[config.mk]
export PLATFORM = sky130hd
export DESIGN_NAME = key_debounce_short_long_press_flat
export DESIGN_NICKNAME = d
export VERILOG_FILES = /design/src/design/kdb_pkg.sv /design/src/design/kdb_ifs.sv /design/src/design/kdb_cfg.sv /design/src/design/kdb_key_lane.sv /design/src/design/kdb_ring.sv /design/src/design/key_debounce_short_long_press.sv /design/src/flat_wrapper.sv
export SDC_FILE = /design/constraint.sdc
export NUM_CORES = 1
export LEC_CHECK = 0
export BUFFER_PORTS_ARGS = -buffer_cell sky130_fd_sc_hd__buf_2
export CELL_PAD_IN_SITES_DETAIL_PLACEMENT = 0
export CELL_PAD_IN_SITES_GLOBAL_PLACEMENT = 2
export CORE_MARGIN = 2
export CORE_UTILIZATION = 40
export CTS_CLUSTER_SIZE = 25
export DETAILED_ROUTE_END_ITERATION = 16
export GPL_ROUTABILITY_DRIVEN = 0
export HOLD_SLACK_MARGIN = 0.15
export PLACE_DENSITY = 0.84
export SYNTH_ARGS = -nofsm -noshare
export SYNTH_HDL_FRONTEND = slang
export SYNTH_SLANG_ARGS = --single-unit
[constraint.sdc]
create_clock -name clk -period 18 [get_ports clk]
set_clock_uncertainty 0.05 [all_clocks]
set_input_delay 0.9 -clock clk [delete_from_list [all_inputs] [get_ports clk]]
set_output_delay 0.9 -clock clk [all_outputs]
set_load 0.05 [all_outputs]
[src/design/kdb_pkg.sv]
// Shared constants, types and helpers for the key debouncer.
// Used by every module of the key debouncer; depends on nothing.
package kdb_pkg;

  localparam int KEY_COUNT  = 3;
  localparam int KEYS_W     = 3;
  localparam int KEY_W      = 2;
  localparam int RING_DEPTH = 8;
  localparam int RING_AW    = (RING_DEPTH > 1) ? $clog2(RING_DEPTH) : 1;
  localparam int TIME_W     = 32;
  localparam int CFG_W      = 16;
  localparam int APB_AW     = 4;
  localparam int APB_DW     = 32;

  typedef logic [RING_AW-1:0] ring_idx_t;
  typedef logic [TIME_W-1:0]  time_t;

  typedef enum logic [1:0] {
    ACT_INIT = 2'd0,
    ACT_SCAN = 2'd1,
    ACT_POP  = 2'd2,
    ACT_NONE = 2'd3
  } action_t;

  typedef enum logic [1:0] {
    REG_SCAN_PERIOD = 2'd0,
    REG_DEBOUNCE    = 2'd1,
    REG_LONG_PRESS  = 2'd2,
    REG_UNUSED      = 2'd3
  } reg_idx_t;

  typedef struct packed {
    logic [CFG_W-1:0] scan_period_ms;
    logic [CFG_W-1:0] debounce_ms;
    logic [CFG_W-1:0] long_press_ms;
  } cfg_t;

  typedef struct packed {
    logic             is_long;
    logic [KEY_W-1:0] key;
  } event_t;

  typedef struct packed {
    logic init;
    logic scan;
  } lane_ctl_t;

  typedef struct packed {
    logic load;
    logic init;
    logic scan;
    logic pop;
  } ring_ctl_t;

  function automatic ring_idx_t ring_inc(input ring_idx_t i);
    ring_idx_t r;
    if (i == RING_AW'(RING_DEPTH - 1)) begin
      r = '0;
    end else begin
      r = i + RING_AW'(1);
    end
    return r;
  endfunction

endpackage

[src/design/kdb_ifs.sv]
// Valid/ready channel interfaces for the key debouncer: request items and event results.
// Depends on nothing.
interface kdb_req_if;
  logic        valid;
  logic        ready;
  logic [1:0]  action;
  logic [31:0] now_ms;
  logic [2:0]  keys_pressed;

  modport source(output valid, action, now_ms, keys_pressed, input ready);
  modport sink(input valid, action, now_ms, keys_pressed, output ready);
endinterface

interface kdb_evt_if;
  logic       valid;
  logic       ready;
  logic       event_valid;
  logic [1:0] event_key;
  logic       event_long;

  modport source(output valid, event_valid, event_key, event_long, input ready);
  modport sink(input valid, event_valid, event_key, event_long, output ready);
endinterface

[src/design/kdb_cfg.sv]
// APB configuration registers of the key debouncer.
// Depends on kdb_pkg.
module kdb_cfg (
  input  logic                       clk,
  input  logic                       rst,
  input  logic                       psel,
  input  logic                       penable,
  input  logic                       pwrite,
  input  logic [kdb_pkg::APB_AW-1:0] paddr,
  input  logic [kdb_pkg::APB_DW-1:0] pwdata,
  output logic [kdb_pkg::APB_DW-1:0] prdata,
  output logic                       pready,
  output kdb_pkg::cfg_t              cfg
);
  import kdb_pkg::*;

  reg_idx_t idx;
  logic     wr_en;

  assign pready = 1'b1;
  assign idx    = reg_idx_t'(paddr[APB_AW-1:2]);
  assign wr_en  = psel && penable && pwrite && pready;

  always_ff @(posedge clk) begin
    if (rst) begin
      cfg.scan_period_ms <= CFG_W'(10);
      cfg.debounce_ms    <= CFG_W'(20);
      cfg.long_press_ms  <= CFG_W'(1000);
    end else if (wr_en) begin
      unique case (idx)
        REG_SCAN_PERIOD: cfg.scan_period_ms <= pwdata[CFG_W-1:0];
        REG_DEBOUNCE:    cfg.debounce_ms    <= pwdata[CFG_W-1:0];
        REG_LONG_PRESS:  cfg.long_press_ms  <= pwdata[CFG_W-1:0];
        default: ;
      endcase
    end
  end

  always_comb begin
    unique case (idx)
      REG_SCAN_PERIOD: prdata = APB_DW'(cfg.scan_period_ms);
      REG_DEBOUNCE:    prdata = APB_DW'(cfg.debounce_ms);
      REG_LONG_PRESS:  prdata = APB_DW'(cfg.long_press_ms);
      default:         prdata = '0;
    endcase
  end

endmodule

[src/design/kdb_key_lane.sv]
// One key lane: raw and stable levels, debounce and long-press timers.
// Depends on kdb_pkg; decides whether this key pushes an event on a scan.
module kdb_key_lane (
  input  logic               clk,
  input  logic               rst,
  input  kdb_pkg::lane_ctl_t ctl,
  input  kdb_pkg::time_t     now,
  input  logic               level,
  input  kdb_pkg::cfg_t      cfg,
  output logic               push,
  output logic               is_long
);
  import kdb_pkg::*;

  logic  raw, stable, long_done;
  time_t raw_time, press_time;

  logic  raw_chg, st_chg, pressed_now, stable_next, long_done_mid;
  logic  short_push, long_push;
  time_t raw_dt, press_dt;

  always_comb begin
    raw_chg       = level != raw;
    raw_dt        = raw_chg ? '0 : now - raw_time;
    st_chg        = (level != stable) && (raw_dt >= TIME_W'(cfg.debounce_ms));
    stable_next   = st_chg ? level : stable;
    pressed_now   = st_chg && level;
    long_done_mid = pressed_now ? 1'b0 : long_done;
    short_push    = st_chg && !level && !long_done;
    press_dt      = pressed_now ? '0 : now - press_time;
    long_push     = stable_next && !long_done_mid &&
                    (press_dt >= TIME_W'(cfg.long_press_ms));
    push          = ctl.scan && (short_push || long_push);
    is_long       = long_push;
  end

  always_ff @(posedge clk) begin
    if (rst) begin
      raw        <= 1'b0;
      stable     <= 1'b0;
      long_done  <= 1'b0;
      raw_time   <= '0;
      press_time <= '0;
    end else if (ctl.init) begin
      raw        <= level;
      stable     <= level;
      long_done  <= level;
      raw_time   <= now;
      press_time <= now;
    end else if (ctl.scan) begin
      raw       <= level;
      stable    <= stable_next;
      long_done <= long_done_mid || long_push;
      if (raw_chg) begin
        raw_time <= now;
      end
      if (pressed_now) begin
        press_time <= now;
      end
    end
  end

endmodule

[src/design/kdb_ring.sv]
// Event ring: synchronous event memory with read and write indexes.
// Depends on kdb_pkg; drops the oldest event when a push meets a full ring.
module kdb_ring (
  input  logic                            clk,
  input  logic                            rst,
  input  kdb_pkg::ring_ctl_t              ctl,
  input  logic [kdb_pkg::KEY_COUNT-1:0]   push,
  input  logic [kdb_pkg::KEY_COUNT-1:0]   push_long,
  output logic                            ev_valid,
  output kdb_pkg::event_t                 ev
);
  import kdb_pkg::*;

  event_t    mem [RING_DEPTH];
  ring_idx_t rd, wr, rd_next, wr_next;
  ring_idx_t addr [KEY_COUNT];
  event_t    rdata;

  always_comb begin
    ring_idx_t w;
    ring_idx_t r;
    ring_idx_t n;
    w = wr;
    r = rd;
    for (int k = 0; k < KEY_COUNT; k++) begin
      addr[k] = w;
      n = ring_inc(w);
      if (push[k]) begin
        if (n == r) begin
          r = ring_inc(r);
        end
        w = n;
      end
    end
    rd_next = rd;
    wr_next = wr;
    if (ctl.init) begin
      rd_next = '0;
      wr_next = '0;
    end else if (ctl.scan) begin
      rd_next = r;
      wr_next = w;
    end else if (ctl.pop && (rd != wr)) begin
      rd_next = ring_inc(rd);
    end
  end

  always_ff @(posedge clk) begin
    if (rst) begin
      rd       <= '0;
      wr       <= '0;
      ev_valid <= 1'b0;
    end else if (ctl.load) begin
      rd       <= rd_next;
      wr       <= wr_next;
      ev_valid <= ctl.pop && (rd != wr);
    end
  end

  always_ff @(posedge clk) begin
    if (ctl.load) begin
      rdata <= mem[rd];
    end
    if (ctl.scan) begin
      for (int k = 0; k < KEY_COUNT; k++) begin
        if (push[k]) begin
          mem[addr[k]] <= '{is_long: push_long[k], key: KEY_W'(k)};
        end
      end
    end
  end

  assign ev = ev_valid ? rdata : '0;

endmodule

[src/design/key_debounce_short_long_press.sv]
// Key debouncer with short and long press events held in an eight-slot ring.
// Depends on kdb_pkg, kdb_ifs, kdb_cfg, kdb_key_lane and kdb_ring.
//
// The req channel carries one item per transfer: an init sample, a scan or a
// pop, with a millisecond time and the raw levels of three keys. The evt
// channel returns exactly one result per item; only a pop of a non-empty ring
// sets event_valid, all other results are zero. The APB port holds the scan
// period, debounce time and long-press time; the user must write it only
// while idle, which the block itself does not enforce. Each item is processed
// on the edge of its transfer and its result sits in the output register from
// the next cycle; a new item can be taken every cycle unless the receiver
// stalls. The three key lanes work in parallel and the ring memory takes every
// push of a scan together; the pop reads the memory into the output register.
// While the receiver stalls, the result is held and req.ready stays low
// until the result is taken; a transfer in the cycle the result leaves is
// taken at once.
// Reset clears all key state, empties the ring and loads the register
// defaults of 10, 20 and 1000 ms.
module key_debounce_short_long_press (
  input  logic                       clk,
  input  logic                       rst,
  kdb_req_if.sink                    req,
  kdb_evt_if.source                  evt,
  input  logic                       psel,
  input  logic                       penable,
  input  logic                       pwrite,
  input  logic [kdb_pkg::APB_AW-1:0] paddr,
  input  logic [kdb_pkg::APB_DW-1:0] pwdata,
  output logic [kdb_pkg::APB_DW-1:0] prdata,
  output logic                       pready
);
  import kdb_pkg::*;

  cfg_t                 cfg;
  time_t                last_scan;
  logic                 out_valid;
  logic                 acc, scan_ok;
  lane_ctl_t            lane_ctl;
  ring_ctl_t            ring_ctl;
  logic [KEY_COUNT-1:0] lvl, push, push_long;
  logic                 ev_valid;
  event_t               ev;

  kdb_cfg u_cfg (
    .clk(clk), .rst(rst), .psel(psel), .penable(penable), .pwrite(pwrite),
    .paddr(paddr), .pwdata(pwdata), .prdata(prdata), .pready(pready), .cfg(cfg)
  );

  assign req.ready = !out_valid || evt.ready;
  assign acc       = req.valid && req.ready;
  assign scan_ok   = (req.now_ms - last_scan) >= TIME_W'(cfg.scan_period_ms);

  always_comb begin
    lane_ctl.init = acc && (req.action == ACT_INIT);
    lane_ctl.scan = acc && (req.action == ACT_SCAN) && scan_ok;
    ring_ctl.load = acc;
    ring_ctl.init = lane_ctl.init;
    ring_ctl.scan = lane_ctl.scan;
    ring_ctl.pop  = acc && (req.action == ACT_POP);
  end

  for (genvar g = 0; g < KEY_COUNT; g++) begin : g_lane
    if (g < KEYS_W) begin : g_in
      assign lvl[g] = req.keys_pressed[g];
    end else begin : g_none
      assign lvl[g] = 1'b0;
    end

    kdb_key_lane u_lane (
      .clk(clk), .rst(rst), .ctl(lane_ctl), .now(req.now_ms), .level(lvl[g]),
      .cfg(cfg), .push(push[g]), .is_long(push_long[g])
    );
  end

  kdb_ring u_ring (
    .clk(clk), .rst(rst), .ctl(ring_ctl), .push(push), .push_long(push_long),
    .ev_valid(ev_valid), .ev(ev)
  );

  always_ff @(posedge clk) begin
    if (rst) begin
      last_scan <= '0;
      out_valid <= 1'b0;
    end else begin
      if (lane_ctl.init || lane_ctl.scan) begin
        last_scan <= req.now_ms;
      end
      if (acc) begin
        out_valid <= 1'b1;
      end else if (evt.ready) begin
        out_valid <= 1'b0;
      end
    end
  end

  assign evt.valid       = out_valid;
  assign evt.event_valid = ev_valid;
  assign evt.event_key   = ev.key;
  assign evt.event_long  = ev.is_long;

endmodule
[src/flat_wrapper.sv]
// flat-port wrapper written by rule: the top's interface ports become plain ports
module key_debounce_short_long_press_flat import kdb_pkg::*;
  (clk, rst, psel, penable, pwrite, paddr, pwdata, prdata, pready, req_valid, req_action, req_now_ms, req_keys_pressed, req_ready, evt_valid, evt_event_valid, evt_event_key, evt_event_long, evt_ready);
  kdb_req_if req_i ();
  kdb_evt_if evt_i ();
  input  logic clk;
  input  logic rst;
  input  logic psel;
  input  logic penable;
  input  logic pwrite;
  input  logic [kdb_pkg::APB_AW-1:0] paddr;
  input  logic [kdb_pkg::APB_DW-1:0] pwdata;
  output logic [kdb_pkg::APB_DW-1:0] prdata;
  output logic pready;
  input wire logic [$bits(req_i.valid)-1:0] req_valid;
  input wire logic [$bits(req_i.action)-1:0] req_action;
  input wire logic [$bits(req_i.now_ms)-1:0] req_now_ms;
  input wire logic [$bits(req_i.keys_pressed)-1:0] req_keys_pressed;
  output wire logic [$bits(req_i.ready)-1:0] req_ready;
  output wire logic [$bits(evt_i.valid)-1:0] evt_valid;
  output wire logic [$bits(evt_i.event_valid)-1:0] evt_event_valid;
  output wire logic [$bits(evt_i.event_key)-1:0] evt_event_key;
  output wire logic [$bits(evt_i.event_long)-1:0] evt_event_long;
  input wire logic [$bits(evt_i.ready)-1:0] evt_ready;
  assign req_i.valid = req_valid;
  assign req_i.action = req_action;
  assign req_i.now_ms = req_now_ms;
  assign req_i.keys_pressed = req_keys_pressed;
  assign req_ready = req_i.ready;
  assign evt_valid = evt_i.valid;
  assign evt_event_valid = evt_i.event_valid;
  assign evt_event_key = evt_i.event_key;
  assign evt_event_long = evt_i.event_long;
  assign evt_i.ready = evt_ready;
  key_debounce_short_long_press u_core (.clk(clk), .rst(rst), .req(req_i), .evt(evt_i), .psel(psel), .penable(penable), .pwrite(pwrite), .paddr(paddr), .pwdata(pwdata), .prdata(prdata), .pready(pready));
endmodule
### Word level (Yosys, flattened, before mapping)

Memories as Yosys holds them, arrays and structs flattened. A register that Yosys moved wholly into a read port is not among the register bits.
Cells that the tools add are included.

| operators by class | value |
|---|---|
| $add $sub $neg | 13 |
| magnitude comparators | 7 |
| equality and inequality tests | 20 |
| muxes and demuxes | 81 |
| reduce and logical (&&, ||, !) cells | 69 |

Operator list:

| operator | number |
|---|---|
| $mux 32 | 24 |
| $ge 32x16->1 | 7 |
| $sub 32x32->32 | 7 |
| $mux 3 | 21 |
| $pmux 16 s3 | 1 |
| $mux 1 | 35 |
| $logic_and 1x1->1 | 29 |
| $reduce_and 2->1 | 11 |
| $add 3x1->3 const B | 6 |
| $eq 3x3->1 const B | 6 |
| $reduce_bool 2->1 | 8 |
| $logic_not 1->1 | 10 |
| $eq 3x3->1 | 3 |
| $logic_or 1x1->1 | 8 |
| $ne 1x1->1 | 6 |
| $eq 2x1->1 const B | 2 |
| $eq 2x2->1 const B | 2 |
| $logic_not 2->1 | 2 |
| $ne 3x3->1 | 1 |
| $reduce_bool 3->1 | 1 |

| word-level totals | value |
|---|---|
| register bits | 289 |
| memory bits (writable) | 24 |
| bits of input ports | 80 |
| output and inout bits | 39 |
| logic and storage cells | 214 |
| memories | 1 |

Memories:

| name | depth | width | rd ports | clocked after Yosys merged registers in | wr ports | RTL line | text |
|---|---|---|---|---|---|---|---|
| u_core.u_ring.mem | 8 | 3 | 1 | 1 | 3 | kdb_ring.sv:14 | `event_t mem [RING_DEPTH];` |

### Depth between registers and ports, before layout

| logic depth | value |
|---|---|
| depth after elaboration | 23 |
| gate-level depth with buffers | 50 |
| mapped depth without buffers | 47 |

### Modules after synthesis

From an unflattened synthesis, not the netlist that was laid out.

| second synthesis, totals | value |
|---|---|
| cell total of the unflattened synthesis | 4235 |
| area total of the unflattened synthesis | 31964.4 um^2 |

By module, submodules not included:

| module | instances | cells each | area each (um^2) |
|---|---|---|---|
| kdb_key_lane (u_core.g_lane[2].u_lane) | 1 | 1095 | 7980.2 |
| kdb_key_lane (u_core.g_lane[0].u_lane) | 1 | 1064 | 7556.0 |
| kdb_key_lane (u_core.g_lane[1].u_lane) | 1 | 1007 | 7278.2 |
| key_debounce_short_long_press | 1 | 497 | 4071.4 |
| kdb_ring | 1 | 310 | 2605.0 |
| kdb_cfg | 1 | 262 | 2473.6 |

### Least setup slack after synthesis

No wires, ideal clock.

| path | value |
|---|---|
| path kind | input port to flip-flop |
| from | input port req_now_ms[0] |
| to | register u_core.u_ring.rd[0] |
| library setup time | 0.080 ns |
| arrival | 9.208 ns |
| required time | 17.870 ns |
| setup slack | 8.663 ns |
| stages on the path | 49 |
| path buffers | 3 |
| cells stage by stage | clkbuf_1 inv_1 ha_1 fa_1 nor2b_1 o2111a_1 or2_2 nand2_1 nand2_1 a21oi_1 xor2_1 nor2_1 ha_1 a21o_1 a31oi_1 o22ai_1 a211o_1 a2111oi_0 (+13 left out) nand4_1 nor4_1 a221o_1 o21ai_4 nand2_1 mux2_2 ha_1 inv_1 a21oi_1 ha_1 xnor2_1 xnor3_1 a211oi_1 nand4b_1 nand3_1 nand4_2 mux2i_1 a211oi_2 |

| between the ends | value |
|---|---|
| cells in the longest elaborated chain, start to end | 23 |

RTL lines:

| what | RTL line | text |
|---|---|---|
| start: declaration | flat_wrapper.sv:17 | `input wire logic [$bits(req_i.now_ms)-1:0] req_now_ms;` |
| branches (longest 23 deep; another with $sub 32x32->32) | - |  |
| end signal: assignment | kdb_ring.sv:54 | `rd <= rd_next;` |
| end: declaration | kdb_ring.sv:15 | `ring_idx_t rd, wr, rd_next, wr_next;` |

Parallel ways; which one is timed is not known.
A chain may end at the register's enable or synchronous reset.

### Worst setup path in the final report

| path | value |
|---|---|
| from | input port req_now_ms[1] |
| to | register u_core.u_ring.rd[0] |

The elaborated chain is that of the path after synthesis.

==> results.rst <==
.. list-table::
   :header-rows: 1

   * - Metric
     - Value
   * - Hold_buf cts
     - 0
   * - Synthesized instance count
     - 4084
   * - Sequential group share of total power
     - 29.0%
   * - Ratio of total power to cell area
     - 80.7 nW/um2
   * - Leading cell types in the layout, fill and taps excluded
     - nand2_1, a21oi_1, inv_1
   * - Sinks on Clock Net
     - 316
   * - HPWL after detailed placement
     - 77400 um
   * - Register-to-register setup slack
     - 7.28 ns
   * - Number of warnings issued by yosys
     - 0
   * - Aggregate negative setup slack
     - 0 ns
   * - Max VDD drop
     - 0.0866 mV
   * - Fill cells
     - 7698
   * - Run status
     - complete, no violations
   * - Transition time of the tightest slew-check pin
     - 1.03 ns
   * - Max incr delay on CP
     - 0.68 ns
   * - Total I/O pin count
     - 119
   * - Area of the die
     - 75200 um2
   * - Top cells by area in the synthesized netlist
     - dfxtp_1, ha_1, nand2_1, a21oi_1, inv_1
   * - Final min period
     - 11.12 ns
   * - Share of synthesized area spent on multiplexers
     - 2.77%
   * - Maximum number of buffers from clock root to sink
     - 3
   * - Area taken by multi-input logic gates
     - 20800 um2
   * - Reg2Reg Launch Point
     - u_core.g_lane[0].u_lane.raw_time[1]
   * - Aggregate global routing overflow
     - 0
   * - DRC
     - 0
   * - Vias in the first global route
     - 26400
   * - Number of vias after detailed routing
     - 28900
   * - Final clock period utilization by the worst path
     - 61.8%
   * - Worst setup timing slack at the placement stage
     - 6.32 ns
   * - Core region area
     - 72600 um2
   * - Number of cells on the worst reg-to-reg path
     - 45
   * - Combined flip-flop and latch cell area
     - 6440 um2
   * - Number of gates resized after CTS
     - 0
   * - Post-layout worst setup margin
     - 6.88 ns
   * - Proportion of synthesized chip area in sequential cells
     - 22.0%
   * - Synth unique cells
     - 107
   * - Synthesized-area fraction occupied by ao, oa, aoi and oai cells
     - 26.4%
   * - Total leakage power
     - 12.9 nW
   * - Mean instance size in the synthesized netlist
     - 7.15 um2
   * - Cell at the root of the clock tree
     - clkbuf_16
   * - Syn-to-layout area delta
     - 10.5%
   * - Tightest slew margin relative to the limit
     - 31.0%
   * - Dominant combinational cell family by area after synthesis
     - compound AO/OA/AOI/OAI gates
   * - Max Clock Freq
     - 90.0 MHz
   * - Worst setup path startpoint
     - req_now_ms[1]
   * - Critical path's slowest cell
     - nor4_1
   * - IO Port Bufs
     - 83
   * - Area of the mapped netlist
     - 29200 um2
   * - Post-detailed-routing wire length
     - 106000 um
   * - Cell taking the most area after synthesis
     - dfxtp_1
   * - Arrival time of data at the critical path endpoint
     - 11.57 ns
   * - DRT antenna net count
     - 0
   * - Final-stage net count
     - 4530
   * - Tightest Hold Check Type
     - flip-flop to flip-flop
   * - Sw Share
     - 35.7%
   * - Most common cell type on the critical path
     - ha_1
   * - Psw
     - 0.929 mW
   * - Fraction of power consumed by combinational cells
     - 33.7%
   * - Fraction of the mapped netlist area in adder cells
     - 15.0%
   * - Final Max Slew Viols
     - 0
   * - Most common library cell in the layout ignoring fill and taps
     - nand2_1
   * - R2R Path End
     - u_core.u_ring.rd[0]
   * - Asr flop ratio synth
     - 0%
   * - Routed wire length per instance
     - 20.8 um
   * - Antenna violations before repair
     - 12
   * - Endpoints failing hold
     - 0
   * - Post-synth EDFFs
     - 11
   * - Clock transition at path regs
     - 0.06 ns
   * - Height of the die
     - 274 um
   * - Initial Utilization
     - 40.2%
   * - RSZ-0062 raised after global routing
     - no
   * - Post-CTS Setup Bufs
     - 0
   * - Maximum fanout along the worst path
     - 21
   * - Cell internal pwr
     - 1.67 mW
   * - H-tree levels
     - 2
   * - Via/cell ratio
     - 5.66
   * - Wire length of the first global-routing pass
     - 159000 um
   * - Critical Path Start Type
     - input port
   * - Seq cells post-synth
     - 316
   * - Final setup fails
     - 0
   * - Clock buffer count from CTS
     - 44
   * - Clk pwr share
     - 37.2%
   * - Latest clock arrival within the worst-skew pair
     - 0.61 ns
   * - Fraction of layout cells with a size suffix above 1
     - 7.30%
   * - First-pass iteration count of the detailed router
     - 6
   * - Top FF cell, synth
     - dfxtp_1
   * - Worst path required time
     - 18.46 ns
   * - Area share of the largest cell type after synthesis
     - 20.9%
   * - Maximum number of pins on one net before global-route repair
     - 164
   * - Number of rows created at floorplan
     - 99
   * - Synth Area in XOR/XNOR
     - 4.59%
   * - CTS tree
     - done
   * - Max-capacitance violation count
     - 0
   * - Area share of and/or/nand/nor cells after synthesis
     - 22.0%
   * - Endpoint class of the critical path
     - flip-flop
   * - Die width
     - 274 um
   * - Class of the most critical setup path
     - input port to flip-flop
   * - Detailed Route Iter0 Violations
     - 2357
   * - GRT Util Overall
     - 27.5%
   * - Critical Path Sink
     - u_core.u_ring.rd[0]
critical path, delay by kind of cell:
family	cells	cell delay [ns]
xor gates and xnor gates	3	0.56
AOI/OAI and AO/OA	16	3.91
buffers and inverters	4	0.80
muxes	2	0.62
adders and majority gates	5	1.46
and+or+nand+nor	16	3.32
kinds of logic after synthesis:
group           Yosys count
compound gates         1228
xor+xnor                147
fa+ha+maj               346
buf+inv                 534
flops                   316
mux                      71
other cells               2
simple gates           1440
metrics by stage:
stage,power [mW],cells,utilization (%),hold WS [ns],instance area [um2]
finish,2.60,5098,44.5,0.397,32300
floorplan,1.39,4099,-,0.368,29300
global placement,1.64,5017,42.2,0.382,30700
global route,2.76,5098,44.5,0.410,32300
detailed placement,1.64,5017,42.2,0.387,30700
CTS,2.62,5097,44.4,0.397,32300
area by class of cell:
cell class	count	share of cell area [%]
flip-flops and latches	316	19.9
repair buffers	143	2.75
clock buffers	60	4.07
clock inverters	20	0.903
inverters	350	4.07
multi-input cells	3249	64.5
diodes	1	0.00776
well taps	959	3.72
synthesized netlist by cell type, types with 8 or more instances:
library cell and count:
a221oi_1 11, dfxtp_1 305, o31ai_1 17, or2_2 19
mux2i_1 58, nand2b_1 45, ha_1 339, clkbuf_1 148
and3_1 23, o221ai_1 8, a41oi_1 11, nand4_1 46
buf_2 9, inv_1 349, a2111oi_0 19, xor2_1 60
a31oi_1 39, nor4_1 21, a211oi_1 42, o22ai_1 13
o211ai_1 41, a21oi_1 534, o31a_1 9, nor2b_1 35
nand2_1 791, nor3b_1 15, nor2_1 234, nor3_1 58
o2111ai_1 8, a21o_1 105, and2_1 18, a21boi_0 11
or3_1 23, o21ai_0 160, xnor2_1 83, edfxtp_1 11
a211o_1 22, o21a_1 50, o21ai_1 10, o21bai_1 27
buf_4 19, nand3_1 69
power groups by stage:
stage / Clock (mW) / Sequential, mW / Combinational, mW
global route: 1.02 / 0.760 / 0.976
finish: 0.970 / 0.756 / 0.878
floorplan: 0 / 0.766 / 0.626
detailed placement: 0 / 0.771 / 0.868
global placement: 0 / 0.771 / 0.870
CTS: 0.995 / 0.756 / 0.873
metal layers:
| metal | global-route usage [%] | up-vias | share of wire (%) |
|---|---|---|---|
| met5 | 0 | - | 0.011 |
| met4 | 9.53 | 2 | 3.5 |
| met3 | 3.49 | 144 | 6.1 |
| met2 | 43.7 | 732 | 44 |
| met1 | 38.3 | 13600 | 47 |
| li1 | - | 14400 | - |
worst min-delay path by stage:
stage / slack, ns / startpoint / end / cells after the start
after floorplan: 0.37 / u_core.u_ring.mem[3][1] / u_core.u_ring.mem[3][1] / 2
after global routing: 0.41 / u_core.g_lane[0].u_lane.raw_time[25] / u_core.g_lane[0].u_lane.raw_time[25] / 2
after global placement: 0.38 / u_core.u_ring.mem[5][1] / u_core.u_ring.mem[5][1] / 2
after CTS: 0.40 / u_core.u_ring.mem[5][1] / u_core.u_ring.mem[5][1] / 2
final: 0.40 / u_core.last_scan[2] / u_core.last_scan[2] / 2
after detailed placement: 0.39 / u_core.u_ring.mem[5][1] / u_core.u_ring.mem[5][1] / 2
state kept, by name (all words and copies together), names as in the netlist, 24 cells and up:
register and cells:
u_core.last_scan 32, u_core.g_lane.u_lane.raw_time 96, u_core.g_lane.u_lane.press_time 96, u_core.u_ring.mem 24, u_core.u_cfg.cfg 48
Note: power is estimated with default switching activity, not from simulation.
